[config.mk]
export PLATFORM = sky130hd
export DESIGN_NAME = harmonic_sine_synth_vibrato_top
export DESIGN_NICKNAME = d
export VERILOG_FILES = /design/src/hdl/hsv_pkg.sv /design/src/hdl/hsv_cfg.sv /design/src/hdl/hsv_seq.sv /design/src/hdl/hsv_dp.sv /design/src/hdl/harmonic_sine_synth_vibrato_top.sv
export SDC_FILE = /design/constraint.sdc
export NUM_CORES = 2
export LEC_CHECK = 0
export BUFFER_PORTS_ARGS = -buffer_cell sky130_fd_sc_hd__buf_2
export CAP_MARGIN = 10
export CORE_MARGIN = 8
export CORE_UTILIZATION = 25
export DETAILED_ROUTE_END_ITERATION = 8
export GPL_ROUTABILITY_DRIVEN = 0
export SLEW_MARGIN = 20
export SYNTH_ARGS = -nofsm -noshare
export SYNTH_HDL_FRONTEND = slang
export SYNTH_SLANG_ARGS = --single-unit
[constraint.sdc]
create_clock -name clk -period 9.2 [get_ports clk]
set_clock_uncertainty 0.2 [all_clocks]
set_input_delay 0.46 -clock clk [delete_from_list [all_inputs] [get_ports clk]]
set_output_delay 0.46 -clock clk [all_outputs]
set_load 0.005 [all_outputs]
[src/hdl/hsv_pkg.sv]
// Shared types and constants of the harmonic sine synthesizer with vibrato.
// Holds the microword layout, datapath status, register file and sine polynomial constants.
// No dependencies; every other file of the block imports this package.
package hsv_pkg;

  // Fixed widths of the ports.
  localparam int CFG_IDX_W  = 3;
  localparam int CFG_DATA_W = 64;
  localparam int STEP_W     = 31;
  localparam int AMP_W      = 16;
  localparam int SAMPLE_W   = 19;
  localparam int UPC_W      = 6;

  // Quarter-wave sine polynomial, odd terms, Q30, evaluated by Horner steps.
  localparam logic [30:0] POLY_C0 = 31'd1686629713;
  localparam logic [30:0] POLY_C1 = 31'd693598669;
  localparam logic [30:0] POLY_C2 = 31'd85569306;
  localparam logic [30:0] POLY_C3 = 31'd5026995;
  localparam logic [30:0] POLY_C4 = 31'd172272;

  // Sine full scale.
  localparam logic [30:0] SINE_FULL = 31'd32767;
  localparam logic [14:0] SINE_MAX  = 15'd32767;

  // Register file indexes.
  typedef enum logic [CFG_IDX_W-1:0] {
    REG_AMP_LOW,
    REG_AMP_HIGH,
    REG_FREQ_STEP,
    REG_VIB_RATE,
    REG_VIB_DEPTH
  } reg_idx_t;

  typedef struct packed {
    logic [CFG_DATA_W-1:0] amp_low;
    logic [CFG_DATA_W-1:0] amp_high;
    logic [STEP_W-1:0]     freq_step;
    logic [STEP_W-1:0]     vib_rate;
    logic [STEP_W-1:0]     vib_depth;
  } cfg_regs_t;

  // Multiplier operand selects.
  typedef enum logic [2:0] {
    MA_Z,
    MA_Z2,
    MA_P,
    MA_AMP,
    MA_DEPTH
  } mul_a_t;

  typedef enum logic [2:0] {
    MB_Z,
    MB_C4,
    MB_P,
    MB_FULL,
    MB_MAG
  } mul_b_t;

  // Datapath write-back operations.
  typedef enum logic [3:0] {
    WB_NONE,
    WB_START,
    WB_LOADZ,
    WB_Z2,
    WB_HORNER,
    WB_S,
    WB_V,
    WB_ACC,
    WB_OUT,
    WB_DEV,
    WB_FIXED,
    WB_ADV
  } wb_op_t;

  // Phase that feeds the sine routine.
  typedef enum logic {
    SRC_HARM,
    SRC_VIB
  } ph_src_t;

  // Sequencer branch kinds.
  typedef enum logic [1:0] {
    J_NEXT,
    J_MORE,
    J_VIB_OFF,
    J_GOTO
  } jmp_t;

  // Handshake a step waits on.
  typedef enum logic [1:0] {
    STALL_NONE,
    STALL_INPUT,
    STALL_OUTPUT
  } stall_t;

  typedef logic [UPC_W-1:0] upc_t;

  typedef struct packed {
    mul_a_t     ma;
    mul_b_t     mb;
    wb_op_t     wb;
    logic [1:0] csel;
    ph_src_t    src;
    jmp_t       jmp;
    upc_t       tgt;
    stall_t     stall;
  } uword_t;

  typedef struct packed {
    logic harm_last;
    logic vib_off;
    logic out_busy;
  } dp_status_t;

endpackage

[src/hdl/hsv_cfg.sv]
// Configuration register file of the harmonic sine synthesizer.
// Decodes the write channel and masks values to register width; uses hsv_pkg.
module hsv_cfg
  import hsv_pkg::*;
(
  input  logic                  clk,
  input  logic                  rst_n,
  input  logic                  cfg_valid,
  output logic                  cfg_ready,
  input  logic [CFG_IDX_W-1:0]  cfg_index,
  input  logic [CFG_DATA_W-1:0] cfg_data,
  output cfg_regs_t             regs
);

  cfg_regs_t regs_r;

  // The register file never back-pressures.
  assign cfg_ready = 1'b1;
  assign regs      = regs_r;

  // Register writes; an index past the list is dropped.
  always_ff @(posedge clk) begin
    if (!rst_n) begin
      regs_r.amp_low   <= 64'd6554;
      regs_r.amp_high  <= '0;
      regs_r.freq_step <= 31'd42852281;
      regs_r.vib_rate  <= '0;
      regs_r.vib_depth <= '0;
    end else if (cfg_valid) begin
      unique case (cfg_index)
        REG_AMP_LOW:   regs_r.amp_low   <= cfg_data;
        REG_AMP_HIGH:  regs_r.amp_high  <= cfg_data;
        REG_FREQ_STEP: regs_r.freq_step <= cfg_data[STEP_W-1:0];
        REG_VIB_RATE:  regs_r.vib_rate  <= cfg_data[STEP_W-1:0];
        REG_VIB_DEPTH: regs_r.vib_depth <= cfg_data[STEP_W-1:0];
        default: ;
      endcase
    end
  end

endmodule

[src/hdl/hsv_seq.sv]
// Microcode sequencer of the harmonic sine synthesizer.
// Holds the program counter, the control-store table and the microword register; uses hsv_pkg.
module hsv_seq
  import hsv_pkg::*;
(
  input  logic       clk,
  input  logic       rst_n,
  input  logic       in_valid,
  output logic       in_ready,
  input  dp_status_t status,
  output uword_t     ctl,
  output logic       go
);

  // Program labels.
  localparam upc_t PC_IDLE   = 6'd0;
  localparam upc_t PC_HARM   = 6'd1;
  localparam upc_t PC_OUT    = 6'd18;
  localparam upc_t PC_VIB    = 6'd19;
  localparam upc_t PC_FIXED  = 6'd36;
  localparam upc_t PC_ADV    = 6'd37;
  localparam upc_t SINE_LAST = 6'd14;
  localparam upc_t SINE_AMP  = 6'd15;
  localparam upc_t SINE_WB   = 6'd16;

  localparam uword_t UWORD_NOP = '{ma: MA_Z, mb: MB_Z, wb: WB_NONE, csel: 2'd0,
                                   src: SRC_HARM, jmp: J_NEXT, tgt: PC_IDLE,
                                   stall: STALL_NONE};

  // Sine routine: fold into a quadrant, Horner polynomial, scale and round.
  function automatic uword_t sine_word(upc_t idx, ph_src_t src);
    uword_t w;
    w = UWORD_NOP;
    unique case (idx)
      6'd0:  begin w.wb = WB_LOADZ; w.src = src; end
      6'd1:  begin w.ma = MA_Z;  w.mb = MB_Z;  end
      6'd2:  w.wb = WB_Z2;
      6'd3:  begin w.ma = MA_Z2; w.mb = MB_C4; end
      6'd4:  begin w.wb = WB_HORNER; w.csel = 2'd3; end
      6'd5:  begin w.ma = MA_Z2; w.mb = MB_P;  end
      6'd6:  begin w.wb = WB_HORNER; w.csel = 2'd2; end
      6'd7:  begin w.ma = MA_Z2; w.mb = MB_P;  end
      6'd8:  begin w.wb = WB_HORNER; w.csel = 2'd1; end
      6'd9:  begin w.ma = MA_Z2; w.mb = MB_P;  end
      6'd10: begin w.wb = WB_HORNER; w.csel = 2'd0; end
      6'd11: begin w.ma = MA_Z;  w.mb = MB_P;  end
      6'd12: w.wb = WB_S;
      6'd13: begin w.ma = MA_P;  w.mb = MB_FULL; end
      6'd14: w.wb = WB_V;
      default: w = UWORD_NOP;
    endcase
    return w;
  endfunction

  // Control store.
  function automatic uword_t ucode(upc_t pc);
    uword_t w;
    w = UWORD_NOP;
    if (pc >= PC_HARM && pc <= PC_HARM + SINE_LAST) begin
      w = sine_word(pc - PC_HARM, SRC_HARM);
    end else if (pc >= PC_VIB && pc <= PC_VIB + SINE_LAST) begin
      w = sine_word(pc - PC_VIB, SRC_VIB);
    end else begin
      unique case (pc)
        PC_IDLE: begin
          w.wb    = WB_START;
          w.stall = STALL_INPUT;
        end
        PC_HARM + SINE_AMP: begin
          w.ma = MA_AMP;
          w.mb = MB_MAG;
        end
        PC_HARM + SINE_WB: begin
          w.wb  = WB_ACC;
          w.jmp = J_MORE;
          w.tgt = PC_HARM;
        end
        PC_OUT: begin
          w.wb    = WB_OUT;
          w.stall = STALL_OUTPUT;
          w.jmp   = J_VIB_OFF;
          w.tgt   = PC_FIXED;
        end
        PC_VIB + SINE_AMP: begin
          w.ma = MA_DEPTH;
          w.mb = MB_MAG;
        end
        PC_VIB + SINE_WB: begin
          w.wb  = WB_DEV;
          w.jmp = J_GOTO;
          w.tgt = PC_ADV;
        end
        PC_FIXED: w.wb = WB_FIXED;
        PC_ADV: begin
          w.wb  = WB_ADV;
          w.jmp = J_GOTO;
          w.tgt = PC_IDLE;
        end
        default: begin
          w.jmp = J_GOTO;
          w.tgt = PC_IDLE;
        end
      endcase
    end
    return w;
  endfunction

  upc_t   pc_r;
  upc_t   pc_nxt;
  uword_t uw_r;

  assign ctl      = uw_r;
  assign in_ready = (uw_r.stall == STALL_INPUT);

  // A step waits only for a word to arrive or for room in the output register.
  always_comb begin
    go = 1'b1;
    if (uw_r.stall == STALL_INPUT && !in_valid) begin
      go = 1'b0;
    end else if (uw_r.stall == STALL_OUTPUT && status.out_busy) begin
      go = 1'b0;
    end
  end

  // Next program counter from the branch field.
  always_comb begin
    pc_nxt = pc_r;
    if (go) begin
      unique case (uw_r.jmp)
        J_NEXT:    pc_nxt = pc_r + 1'b1;
        J_MORE:    pc_nxt = status.harm_last ? pc_r + 1'b1 : uw_r.tgt;
        J_VIB_OFF: pc_nxt = status.vib_off ? uw_r.tgt : pc_r + 1'b1;
        J_GOTO:    pc_nxt = uw_r.tgt;
        default:   pc_nxt = PC_IDLE;
      endcase
    end
  end

  // Program counter and microword register.
  always_ff @(posedge clk) begin
    if (!rst_n) begin
      pc_r <= PC_IDLE;
      uw_r <= ucode(PC_IDLE);
    end else begin
      pc_r <= pc_nxt;
      uw_r <= ucode(pc_nxt);
    end
  end

endmodule

[src/hdl/hsv_dp.sv]
// Datapath of the harmonic sine synthesizer: one shared multiplier, phase adders,
// sine polynomial registers, sample accumulator and output register; uses hsv_pkg.
module hsv_dp
  import hsv_pkg::*;
#(
  parameter int HARMONICS      = 8,
  parameter int SINE_ADDR_BITS = 10,
  parameter int PHASE_BITS     = 32
) (
  input  logic                       clk,
  input  logic                       rst_n,
  input  uword_t                     ctl,
  input  logic                       go,
  input  logic                       in_restart,
  input  cfg_regs_t                  cfg,
  input  logic                       out_ready,
  output logic                       out_valid,
  output logic signed [SAMPLE_W-1:0] out_sample,
  output dp_status_t                 status
);

  localparam int HW   = (HARMONICS > 1) ? $clog2(HARMONICS) : 1;
  localparam int OFFW = SINE_ADDR_BITS - 1;
  localparam int ZPAD = 32 - SINE_ADDR_BITS;
  localparam logic [OFFW-1:0] QUARTER = OFFW'(1) << (SINE_ADDR_BITS - 2);

  function automatic logic [30:0] poly_coef(logic [1:0] csel);
    logic [30:0] c;
    unique case (csel)
      2'd0:    c = POLY_C0;
      2'd1:    c = POLY_C1;
      2'd2:    c = POLY_C2;
      default: c = POLY_C3;
    endcase
    return c;
  endfunction

  logic [PHASE_BITS-1:0]     harm_r;
  logic [PHASE_BITS-1:0]     vib_r;
  logic [PHASE_BITS-1:0]     ph_r;
  logic [PHASE_BITS-1:0]     step_r;
  logic [30:0]               z_r;
  logic [30:0]               z2_r;
  logic [30:0]               p_r;
  logic [1:0]                quad_r;
  logic [14:0]               mag_r;
  logic                      neg_r;
  logic [61:0]               prod_r;
  logic signed [35:0]        acc_r;
  logic [HW-1:0]             k_r;
  logic                      out_valid_r;
  logic [SAMPLE_W-1:0]       out_sample_r;

  logic [PHASE_BITS-1:0]     phase_sel;
  logic [SINE_ADDR_BITS-1:0] addr;
  logic [OFFW-1:0]           off_raw;
  logic [OFFW-1:0]           off;
  logic [127:0]              amp_all;
  logic [AMP_W-1:0]          amps [HARMONICS];
  logic [30:0]               mul_a;
  logic [30:0]               mul_b;
  logic [46:0]               round_v;
  logic [16:0]               v_trunc;
  logic [14:0]               mag_nxt;
  logic signed [35:0]        term;
  logic [PHASE_BITS-1:0]     fs_ext;
  logic [PHASE_BITS-1:0]     dev_ext;
  logic [PHASE_BITS-1:0]     rate_ext;

  // Sine address: fold the phase into a quarter-wave offset.
  always_comb begin
    phase_sel = (ctl.src == SRC_VIB) ? vib_r : ph_r;
    addr      = phase_sel[PHASE_BITS-1 -: SINE_ADDR_BITS];
    off_raw   = {1'b0, addr[SINE_ADDR_BITS-3:0]};
    off       = addr[SINE_ADDR_BITS-2] ? QUARTER - off_raw : off_raw;
  end

  // Amplitude of the current harmonic.
  always_comb begin
    amp_all = {cfg.amp_high, cfg.amp_low};
    for (int i = 0; i < HARMONICS; i++) begin
      amps[i] = amp_all[16*i +: 16];
    end
  end

  // Multiplier operand selection.
  always_comb begin
    unique case (ctl.ma)
      MA_Z:     mul_a = z_r;
      MA_Z2:    mul_a = z2_r;
      MA_P:     mul_a = p_r;
      MA_AMP:   mul_a = {15'b0, amps[k_r]};
      MA_DEPTH: mul_a = cfg.vib_depth;
      default:  mul_a = '0;
    endcase
    unique case (ctl.mb)
      MB_Z:    mul_b = z_r;
      MB_C4:   mul_b = POLY_C4;
      MB_P:    mul_b = p_r;
      MB_FULL: mul_b = SINE_FULL;
      MB_MAG:  mul_b = {16'b0, mag_r};
      default: mul_b = '0;
    endcase
  end

  // Rounding and capping of the scaled sine, and the other write-back operands.
  always_comb begin
    round_v  = {1'b0, prod_r[45:0]} + 47'd536870912;
    v_trunc  = round_v[46:30];
    mag_nxt  = (v_trunc > 17'd32767) ? SINE_MAX : v_trunc[14:0];
    term     = {5'b0, prod_r[30:0]};
    fs_ext   = PHASE_BITS'(cfg.freq_step);
    dev_ext  = PHASE_BITS'(prod_r[45:15]);
    rate_ext = PHASE_BITS'(cfg.vib_rate);
  end

  // Work registers; the product is registered on every cycle.
  always_ff @(posedge clk) begin
    prod_r <= 62'(mul_a) * 62'(mul_b);
    if (go) begin
      unique case (ctl.wb)
        WB_START: begin
          ph_r  <= in_restart ? '0 : harm_r;
          acc_r <= '0;
          k_r   <= '0;
        end
        WB_LOADZ: begin
          z_r    <= {off, {ZPAD{1'b0}}};
          quad_r <= addr[SINE_ADDR_BITS-1 -: 2];
        end
        WB_Z2:     z2_r <= prod_r[60:30];
        WB_HORNER: p_r  <= poly_coef(ctl.csel) - prod_r[60:30];
        WB_S:      p_r  <= prod_r[60:30];
        WB_V: begin
          mag_r <= mag_nxt;
          neg_r <= quad_r[1];
        end
        WB_ACC: begin
          acc_r <= neg_r ? acc_r - term : acc_r + term;
          ph_r  <= ph_r + harm_r;
          k_r   <= k_r + HW'(1);
        end
        WB_OUT:   out_sample_r <= acc_r[34:16];
        WB_DEV:   step_r <= neg_r ? fs_ext - dev_ext : fs_ext + dev_ext;
        WB_FIXED: step_r <= fs_ext;
        default: ;
      endcase
    end
  end

  // Phase state and the output valid flag.
  always_ff @(posedge clk) begin
    if (!rst_n) begin
      harm_r      <= '0;
      vib_r       <= '0;
      out_valid_r <= 1'b0;
    end else begin
      if (go && ctl.wb == WB_START && in_restart) begin
        harm_r <= '0;
      end else if (go && ctl.wb == WB_ADV) begin
        harm_r <= harm_r + step_r;
      end
      if (go && ctl.wb == WB_DEV) begin
        vib_r <= vib_r + rate_ext;
      end
      if (go && ctl.wb == WB_OUT) begin
        out_valid_r <= 1'b1;
      end else if (out_ready) begin
        out_valid_r <= 1'b0;
      end
    end
  end

  assign out_valid        = out_valid_r;
  assign out_sample       = out_sample_r;
  assign status.harm_last = (k_r == HW'(HARMONICS - 1));
  assign status.vib_off   = (cfg.vib_rate == '0);
  assign status.out_busy  = out_valid_r && !out_ready;

endmodule

[src/hdl/harmonic_sine_synth_vibrato_top.sv]
// Harmonic sine synthesizer with vibrato, top level; uses hsv_pkg, hsv_cfg, hsv_seq, hsv_dp.
// out_valid rises after the harmonic loop, when the output step registers the sum of all harmonics.
// A new word is taken only after the microprogram has finished the last one and its vibrato step;
// each sine takes fifteen steps on the one shared multiplier.
// The next word is accepted while a finished sample still waits in the output register.
// Reset (synchronous, active low) loads register defaults, clears both phases, idles the sequencer.
module harmonic_sine_synth_vibrato_top
  import hsv_pkg::*;
#(
  parameter int HARMONICS      = 8,
  parameter int SINE_ADDR_BITS = 10,
  parameter int PHASE_BITS     = 32
) (
  input  logic                       clk,
  input  logic                       rst_n,
  input  logic                       in_valid,
  output logic                       in_ready,
  input  logic                       in_restart,
  output logic                       out_valid,
  input  logic                       out_ready,
  output logic signed [SAMPLE_W-1:0] out_sample,
  input  logic                       cfg_valid,
  output logic                       cfg_ready,
  input  logic [CFG_IDX_W-1:0]       cfg_index,
  input  logic [CFG_DATA_W-1:0]      cfg_data
);

  cfg_regs_t  regs;
  uword_t     ctl;
  dp_status_t status;
  logic       go;

  // Register file.
  hsv_cfg u_cfg (
    .clk       (clk),
    .rst_n     (rst_n),
    .cfg_valid (cfg_valid),
    .cfg_ready (cfg_ready),
    .cfg_index (cfg_index),
    .cfg_data  (cfg_data),
    .regs      (regs)
  );

  // Microcode sequencer.
  hsv_seq u_seq (
    .clk      (clk),
    .rst_n    (rst_n),
    .in_valid (in_valid),
    .in_ready (in_ready),
    .status   (status),
    .ctl      (ctl),
    .go       (go)
  );

  // Datapath.
  hsv_dp #(
    .HARMONICS      (HARMONICS),
    .SINE_ADDR_BITS (SINE_ADDR_BITS),
    .PHASE_BITS     (PHASE_BITS)
  ) u_dp (
    .clk        (clk),
    .rst_n      (rst_n),
    .ctl        (ctl),
    .go         (go),
    .in_restart (in_restart),
    .cfg        (regs),
    .out_ready  (out_ready),
    .out_valid  (out_valid),
    .out_sample (out_sample),
    .status     (status)
  );

endmodule

==> impl_metrics.env <==
export IMPL_drive_gt1_share_pct=11.05
export IMPL_antenna_found_initial=15
export IMPL_path_clk_slew_ns=0.07
export IMPL_drc=0
export IMPL_hold_violations=0
export IMPL_cp_required_ns=9.62
export IMPL_die_width_um=516.6
export IMPL_initial_core_util_pct=25.17
export IMPL_via_per_inst=4.885
export IMPL_hold_path_depth=3
export IMPL_switchingPower_mw=8.836
export IMPL_slew_viol_final=0
export IMPL_fin_crit_sh_pct=100.3
export IMPL_hp_class="in -> reg"
export IMPL_dieArea_sq_um=266900
export IMPL_rows=183
export IMPL_htree_levels=2
export IMPL_tightest_slew_ns=1.072
export IMPL_r2r_setup_slack_ns=-0.03
export IMPL_ys_ff_latch=581
export IMPL_grt_max_degree=106
export IMPL_grt_util_met2_pct=24.48
export IMPL_syn2layout_area_growth_pct=16.81
export IMPL_grt_pass1_vias=53350
export IMPL_ir_drop_mv=0.9501
export IMPL_crit_type="reg -> reg"
export IMPL_cellLeakagePower_nw=31.56
export IMPL_reg2reg_depth=30
export IMPL_hpwl_um=169700
export IMPL_clock_sinks=581
export IMPL_pin_count=95
export IMPL_synth_cell_area_sq_um=62660
export IMPL_cts_root_buf="clkbuf_16"
export IMPL_critical_path_max_stage_delay_ns=0.59
export IMPL_cpMostUsedCell="fa_1"
export IMPL_start_kind="flop"
export IMPL_stdcell_count=10850
export IMPL_dpl_cell_count=10630
export IMPL_outcome="finished with violations"
export IMPL_final_common_cell="nand2_1"
export IMPL_ys_flop_type="dfxtp_1"
export IMPL_synthCells=7193
export IMPL_r2r_end="u_dp.prod_r[60]$_DFF_P_"
export IMPL_numCtsBuffers=58
export IMPL_drtPass1Iterations=6
export IMPL_die_y_um=516.6
export IMPL_min_delay_start="cfg_data[9]"
export IMPL_synth_edf_count=209
export IMPL_syn_avg_cell_area_sq_um=8.711
export IMPL_cp_slowest_cell="fa_1"
export IMPL_power_frac_comb_pct=66.0
export IMPL_design_area_sq_um=73190
export IMPL_fillers=26050
export IMPL_grt_util_all_layers_pct=15.43
export IMPL_cts_buffer_depth=3
export IMPL_p_seq_share_pct=19.6
export IMPL_synthArstFlopShare_pct=0
export IMPL_routedWlPerCell_um=19.68
export IMPL_vias=53020
export IMPL_r2r_start="u_dp.k_r[0]$_SDFFCE_PN0P_"
export IMPL_max_freq_mhz=108.4
export IMPL_cp_top_family="adder cells"
export IMPL_drt_wl_total_um=213600
export IMPL_worstHoldEndpoint="u_cfg.regs[166]$_SDFFE_PN0P_"
export IMPL_p_per_area_nw_per_um2=252.5
export IMPL_cp_max_fo=6
export IMPL_power_internal_mw=9.645
export IMPL_path_buf_inv=7
export IMPL_rsz0062_at_grt="true"
export IMPL_ys_types=97
export IMPL_switching_share_pct=47.81
export IMPL_io_buffers=93
export IMPL_setup_viol=1
export IMPL_nets=8831
export IMPL_violations="setup timing"
export IMPL_end_kind="flop"
export IMPL_max_cap_viol_count=0
export IMPL_timing_final_ws_setup_ns=-0.02848
export IMPL_tritoncts="done"
export IMPL_met1_usage_pct=20.48
export IMPL_drtIter0Drc=4930
export IMPL_final_cell_mix="nand2_1 (1,294), inv_1 (922), fa_1 (832)"
export IMPL_grt_overflow=0
export IMPL_place_area_sq_um=69280
export IMPL_worstPathArrival_ns=9.65
export IMPL_clockPowerShare_pct=14.4
export IMPL_syn_nets=8553
export IMPL_design_core_area_sq_um=248900
export IMPL_busiest_layer="met2"
export IMPL_slew_headroom_pct=28.51
export IMPL_yosys_warnings=0
export IMPL_use_met3_pct=3.033
export IMPL_ant_nets=0
export IMPL_grt_pass1_wl_um=322000
export IMPL_insertion_delay_ns=0.70
export IMPL_ys_seq_area_share_pct=21.90
export IMPL_period_minus_slack_ns=9.228
==> worst register-to-register path, delay by kind of cell, from the launching register on <==
family | cells | cell delay [ns]
fa+ha+maj | 9 | 4.31
compound gates | 10 | 1.99
simple gates | 2 | 0.57
flops | 1 | 0.34
mux | 2 | 0.83
buf+inv | 7 | 0.92
==> metal layers <==
layer  wire (um)  part of all wire (%)
met5          67                 0.031
met4       11350                   5.3
met3       19040                   8.9
met2       94450                    44
met1       88710                    42
==> repair_timing <==
action,CTS,global route
hold endpoints to repair,162,0
pin swaps,6,68
buffers inserted,8,47
resized for setup,36,100
endpoints found under the setup margin,14,20
hold buffers,57,0
gates cloned,1,4
==> worst max-delay path by stage <==
stage | cells past startpoint | to | startpoint | slack, ns
global route | 30 | u_dp.prod_r[60]$_DFF_P_ | u_dp.k_r[0]$_SDFFCE_PN0P_ | -0.26
detailed placement | 28 | u_dp.prod_r[60]$_DFF_P_ | u_dp.k_r[0]$_SDFFCE_PN0P_ | -0.28
floorplan | 31 | u_dp.prod_r[42]$_DFF_P_ | u_dp.k_r[0]$_SDFFCE_PN0P_ | -0.02
global placement | 31 | u_dp.prod_r[53]$_DFF_P_ | u_dp.k_r[0]$_SDFFCE_PN0P_ | -0.15
CTS | 29 | u_dp.prod_r[60]$_DFF_P_ | u_dp.k_r[0]$_SDFFCE_PN0P_ | -0.02
finish | 30 | u_dp.prod_r[60]$_DFF_P_ | u_dp.k_r[0]$_SDFFCE_PN0P_ | -0.03
==> logic make-up after synthesis <==
kind of cell / after synthesis / share of synthesized area (%)
and+or+nand+nor: 2462 / 16.42
adders and majority gates: 1288 / 35.81
buffers and inverters: 1275 / 7.776
AOI/OAI and AO/OA: 1216 / 12.05
DFF: 581 / 21.90
xor gates and xnor gates: 285 / 3.984
muxes: 85 / 2.053
other: 1 / 0.005985
==> per-stage QoR <==
stage | setup TNS (ns) | total power, mW | utilization [%] | setup slack, ns | hold WS [ns]
floorplan | -0.01739 | 12.00 | - | -0.01739 | 0.2003
global placement | -0.5393 | 15.16 | 27.83 | -0.1549 | 0.2133
detailed placement | -1.827 | 15.34 | 27.84 | -0.2827 | 0.2219
CTS | -0.02076 | 18.20 | 29.02 | -0.02076 | 0.0009172
global route | -2.113 | 19.97 | 29.40 | -0.2615 | 0.01749
finish | -0.02848 | 18.48 | 29.40 | -0.02848 | 0.04659
==> sequential cells by signal, indices dropped and copies added, names as in the netlist, 31 cells and up <==
signal	cells
u_cfg.regs	221
u_dp.acc_r	35
u_dp.harm_r	32
u_dp.p_r	31
u_dp.ph_r	32
u_dp.prod_r	61
u_dp.step_r	32
u_dp.vib_r	32
u_dp.z2_r	31
==> synth_stat cells (28+ instances only) <==
cell type  instances  area share [%]
a211oi_1          33            0.40
a21o_1           126             1.5
a21oi_1          488             3.9
a31oi_1           34            0.34
and2_1            34            0.34
buf_1             31            0.19
clkbuf_1         308             1.8
dfxtp_1          372              12
edfxtp_1         209              10
fa_1             842              27
ha_1             445             8.9
inv_1            928             5.6
mux2_2            28            0.50
mux4_2            32             1.2
nand2_1         1298             7.8
nand2b_1          44            0.44
nand3_1           81            0.65
nand3b_1          33            0.40
nor2_1           719             4.3
nor2b_1           34            0.34
nor3_1            68            0.54
o21a_1            71            0.85
o21ai_0          220             1.8
o21bai_1          32            0.38
xnor2_1          193             2.7
xor2_1            92             1.3
==> power by group through the flow <==
stage | Clock, mW | Combinational (mW) | Sequential (mW)
6_report | 2.66 | 12.2 | 3.62
4_1_cts | 2.71 | 11.9 | 3.61
3_3_place_gp | 0 | 11.5 | 3.66
5_1_grt | 2.81 | 13.5 | 3.63
2_1_floorplan | 0 | 8.51 | 3.49
3_5_place_dp | 0 | 11.7 | 3.66
==> layout make-up <==
type,count,area (sq um),share of cell area (%)
antenna,2,5.005,0.006839
clock buffer,74,1634,2.233
clock inverter,36,510.5,0.6975
inverter,929,3492,4.772
multi-input combinational,5337,44880,61.32
sequential,581,13720,18.75
tap,3330,4167,5.693
timing repair buffer,564,4778,6.529
No activity file was read; power rests on OpenSTA's default activity.
